$ cat src/sv/fpm_pkg.sv
// Shared types and constants for the Fenwick prefix-max table.
`timescale 1ns / 1ps

package fpm_pkg;

  localparam int DEF_TABLE_DEPTH = 1024;
  localparam int DEF_VALUE_WIDTH = 32;
  localparam int USED_SIZE_RESET = 1024;

  localparam logic CMD_RAISE = 1'b0;
  localparam logic CMD_QUERY = 1'b1;

  typedef struct packed {
    logic load;
    logic step;
    logic clear_step;
    logic load_out;
  } fpm_ctl_t;

  typedef struct packed {
    logic walk_more;
    logic rd_pend;
    logic is_query;
    logic clear_last;
  } fpm_sts_t;

endpackage

$ cat src/sv/fpm_ctrl.sv
// Controller: clearing pass, walk sequencing and output register handshake.
`timescale 1ns / 1ps

module fpm_ctrl import fpm_pkg::*; (
  input  logic     clk,
  input  logic     rst,
  input  logic     in_valid,
  output logic     in_ready,
  output logic     out_valid,
  input  logic     out_ready,
  input  fpm_sts_t sts,
  output fpm_ctl_t ctl
);

  typedef enum logic [1:0] {
    S_CLEAR,
    S_IDLE,
    S_WALK,
    S_HOLD
  } state_t;

  state_t state;
  state_t state_next;
  logic   done;
  logic   out_free;

  assign out_free = !out_valid || out_ready;
  // Last node's data is back once no further node is left to issue.
  assign done     = (state == S_WALK) && !sts.walk_more;
  assign in_ready = (state == S_IDLE);

  always_comb begin
    ctl.load       = (state == S_IDLE) && in_valid;
    ctl.step       = (state == S_WALK);
    ctl.clear_step = (state == S_CLEAR);
    ctl.load_out   = sts.is_query && out_free && (done || (state == S_HOLD));
  end

  always_comb begin
    state_next = state;
    case (state)
      S_CLEAR: begin
        if (sts.clear_last) state_next = S_IDLE;
      end
      S_IDLE: begin
        if (in_valid) state_next = S_WALK;
      end
      S_WALK: begin
        if (done) begin
          state_next = (sts.is_query && !out_free) ? S_HOLD : S_IDLE;
        end
      end
      S_HOLD: begin
        if (out_free) state_next = S_IDLE;
      end
      default: state_next = S_CLEAR;
    endcase
  end

  always_ff @(posedge clk) begin
    if (rst) begin
      state     <= S_CLEAR;
      out_valid <= 1'b0;
    end else begin
      state <= state_next;
      if (ctl.load_out) begin
        out_valid <= 1'b1;
      end else if (out_ready) begin
        out_valid <= 1'b0;
      end
    end
  end

  // The result register is never overwritten while it still holds an untaken result.
  a_no_overwrite: assert property (@(posedge clk) disable iff (rst)
    ctl.load_out |-> out_free)
    else $error("result register overwritten before transfer");

  // A finished query either presents its result or holds it.
  a_query_result: assert property (@(posedge clk) disable iff (rst)
    (done && sts.is_query) |=> (out_valid || (state == S_HOLD)))
    else $error("query finished without a result");

  // Raises never load the result register.
  a_raise_silent: assert property (@(posedge clk) disable iff (rst)
    (done && !sts.is_query) |-> !ctl.load_out)
    else $error("raise produced a result");

  // Node reads are only outstanding while a walk is running.
  a_pend_in_walk: assert property (@(posedge clk) disable iff (rst)
    (state != S_WALK) |-> !sts.rd_pend)
    else $error("node read outstanding outside a walk");

endmodule

$ cat config.mk
export PLATFORM = sky130hd
export DESIGN_NAME = fpm_ctrl
export DESIGN_NICKNAME = d
export VERILOG_FILES = /design/src/sv/fpm_pkg.sv /design/src/sv/fpm_ctrl.sv
export SDC_FILE = /design/constraint.sdc
export NUM_CORES = 1
export LEC_CHECK = 0
export BUFFER_PORTS_ARGS = -buffer_cell sky130_fd_sc_hd__buf_2
export CAP_MARGIN = 15
export CORE_AREA = 4 4 41 43
export DETAILED_ROUTE_END_ITERATION = 6
export DIE_AREA = 0 0 45 47
export MAX_ROUTING_LAYER = met4
export REMOVE_ABC_BUFFERS = 1
export SYNTH_ARGS = -nofsm -noshare
export SYNTH_HDL_FRONTEND = slang
export SYNTH_SLANG_ARGS = --single-unit
$ cat constraint.sdc
create_clock -name clk -period 1.8 [get_ports clk]
set_input_delay 0.45 -clock clk [delete_from_list [all_inputs] [get_ports clk]]
set_output_delay 0.45 -clock clk [all_outputs]
set_load 0.01 [all_outputs]
==> flow_summary.toml <==
[route]
finalWirelength_um = 591
dr.pass1.iters = 3
via_per_inst = 4.12
ant_nets = 0
wire_per_inst_um = 8.95
vias = 272
dr.first_iter.drc_count = 4
drc_errors = 0

[die]
die_area_um2 = 2120
die_h_um = 47
rows = 13
start_util_pct = 21.7
die_w_um = 45
ios = 14
core_um2 = 1300

[power]
intPower_mw = 0.259
p_sw_share_pct = 32.5
fin_total_pwr_mw = 0.384
p_leak_nw = 0.214
clockPowerShare_pct = 30.4
power_density_nw_per_um2 = 874
pwr-share-seq_pct = 25.3
ir_drop_v = 0.000322
combPwrFrac_pct = 44.3
switchingPower_mw = 0.125

[yosys]
synthTopCellsByArea = "ha_1, dfxtp_1, a2111oi_4"
synth-seq-cells = 3
synth_cell_types = 14
yosysTopAreaCellShare_pct = 22.1
ys_seq_area_share_pct = 21.2
netlist_area_um2 = 283
postSynthAreaPerCell_um2 = 9.75
netlist_instances = 29
yosysTopAreaCell = "ha_1"
yosys_warnings = 0

[global_routing]
antenna_found_initial = 0
grt.total_usage_pct = 6.76
grt_pass1_wl_um = 952
grt_overflow = 0
grt_max_degree = 6
grt_pass1_vias = 236

[clock_tree]
numCtsBuffers = 3
clock_tree.root_cell = "clkbuf_4"
cts-htree-levels = 1
cts_tree = "yes"
cts.path.max_buffers = 2
cts.clk_slew.worst_paths_ns = 0.04
clock_latency_ns = 0.23
numClockSinks = 3

[final_layout]
stdcell_area_um2 = 439
fin_util_pct = 33.8
stdcell_count = 66
drive_above_1_share_pct = 52.9
area_growth_pct = 55.3
fill_cells = 154
layout.nets = 65
antennaDiodeCount = 0

[sta]
skew_ns = 0.00152
slew_headroom_pct = 77.5
layout_min_cycle_time_ns = 1.72
slew_viol_final = 0
setup_viol = 0
max_freq_mhz = 580
hold_viol = 0
fin_crit_sh_pct = 95.7
whs_ns = 0.437
worst_slew_pin_slew_ns = 0.338

[setup_path]
crit_type = "flip-flop to output pin"
end_kind = "output pin"
reg2reg_from = "state[1]"
worstPathMaxFanout = 4
critPathLaunch = "state[0]"
worstPathArrival_ns = 1.27
r2r_slack_ns = 0.11
startpoint_type = "flip-flop"
cp.required_ns = 1.35

[placed_design]
port-buffer-count = 12
placed_cell_area_um2 = 362
hpwl_um = 467
gp_congestion = 0.691
placed_cells = 56

[hold_path]
hold_start = "rst"
hold_path_class = "input port to flip-flop"

[status]
outcome = "completed"

[run]
maxCapViolations = 0
-- cell usage after synthesis, drive strengths merged --
library cell  count
mux2i             1
nor2b             5
and4b             1
ha                5
inv               2
dfxtp             3
nand2b            2
a21oi             1
o21ai             2
and2              2
mux2              1
nor2              3
a2111oi           1
-- metal layers --
metal | up-vias | track usage, % | share of wire (%)
met2 | 10 | 9.60 | 47
met4 | 0 | 1.75 | 0
met3 | 0 | 4.60 | 10
met5 | - | - | 0
li1 | 144 | - | -
met1 | 118 | 7.71 | 42
-- through the flow --
stage	TNS (ns)	setup slack, ns
detailed placement	0	0.0993
global route	-0.00881	-0.00881
floorplan	0	0.168
finish	0	0.0766
global placement	0	0.0997
CTS	0	0.00903
-- cell families (layout without fill, tap and decap cells) --
kind of cell | count (synthesis) | count (layout) | share of synthesized area, %
adders and majority gates | 5 | 5 | 22.1
muxes | 2 | 2 | 8.85
buffers and inverters | 2 | 24 | 2.66
and+or+nand+nor | 13 | 13 | 30.1
AOI/OAI and AO/OA | 4 | 4 | 15.0
DFF | 3 | 3 | 21.2
-- worst max-delay path: stages, from the launching register on --
cell and delay [ns]:
dfxtp_4 0.36, inv_2 0.05, ha_2 0.17, nor2b_1 0.12
o21ai_1 0.15, nor2_1 0.06, buf_2 0.14
-- power groups by stage --
stage	combinational (mW)	sequential (mW)	clock [mW]
after floorplan	0.120	0.0892	0
after global placement	0.161	0.0924	0
after detailed placement	0.163	0.0926	0
after CTS	0.170	0.0935	0.124
after global routing	0.190	0.0995	0.136
final	0.170	0.0971	0.117
-- what timing repair did --
| item | CTS | global route |
|---|---|---|
| setup buffers | 4 | 2 |
| endpoints found under the setup margin | 1 | 1 |
| pin swaps | 1 | 1 |
| resized for setup | 3 | 2 |
| hold buffers | 0 | 0 |
-- cell usage in the layout (no fill, tap or decap), types with 2 or more instances in the layout --
master / netlist / final
buf_4: 0 / 6
nor2_1: 3 / 3
dfxtp_1: 3 / 2
and2_1: 2 / 2
nor2b_1: 4 / 4
ha_1: 5 / 4
buf_2: 0 / 12
nand2b_1: 2 / 2
clkbuf_4: 0 / 3
-- flip-flops by register name, indices dropped and copies added (netlist names) --
name / count
state: 2
out_valid: 1
-- area by class of cell --
cell class / count / area (µm²) / area share (%)
Clock buffer: 4 / 26.3 / 5.98
Inverter: 2 / 7.51 / 1.71
Multi-Input combinational cell: 24 / 218 / 49.6
Sequential cell: 3 / 63.8 / 14.5
Tap cell: 15 / 18.8 / 4.27
Timing Repair Buffer: 18 / 105 / 23.9
-- worst paths after layout --
| path | end | cells after the start |
|---|---|---|
| min reg2reg | out_valid | 2 |
| max reg2reg | state[0] | 5 |
| min | out_valid | 2 |
| max | ctl[0] | 6 |
Note: power is estimated with default switching activity, not from simulation.
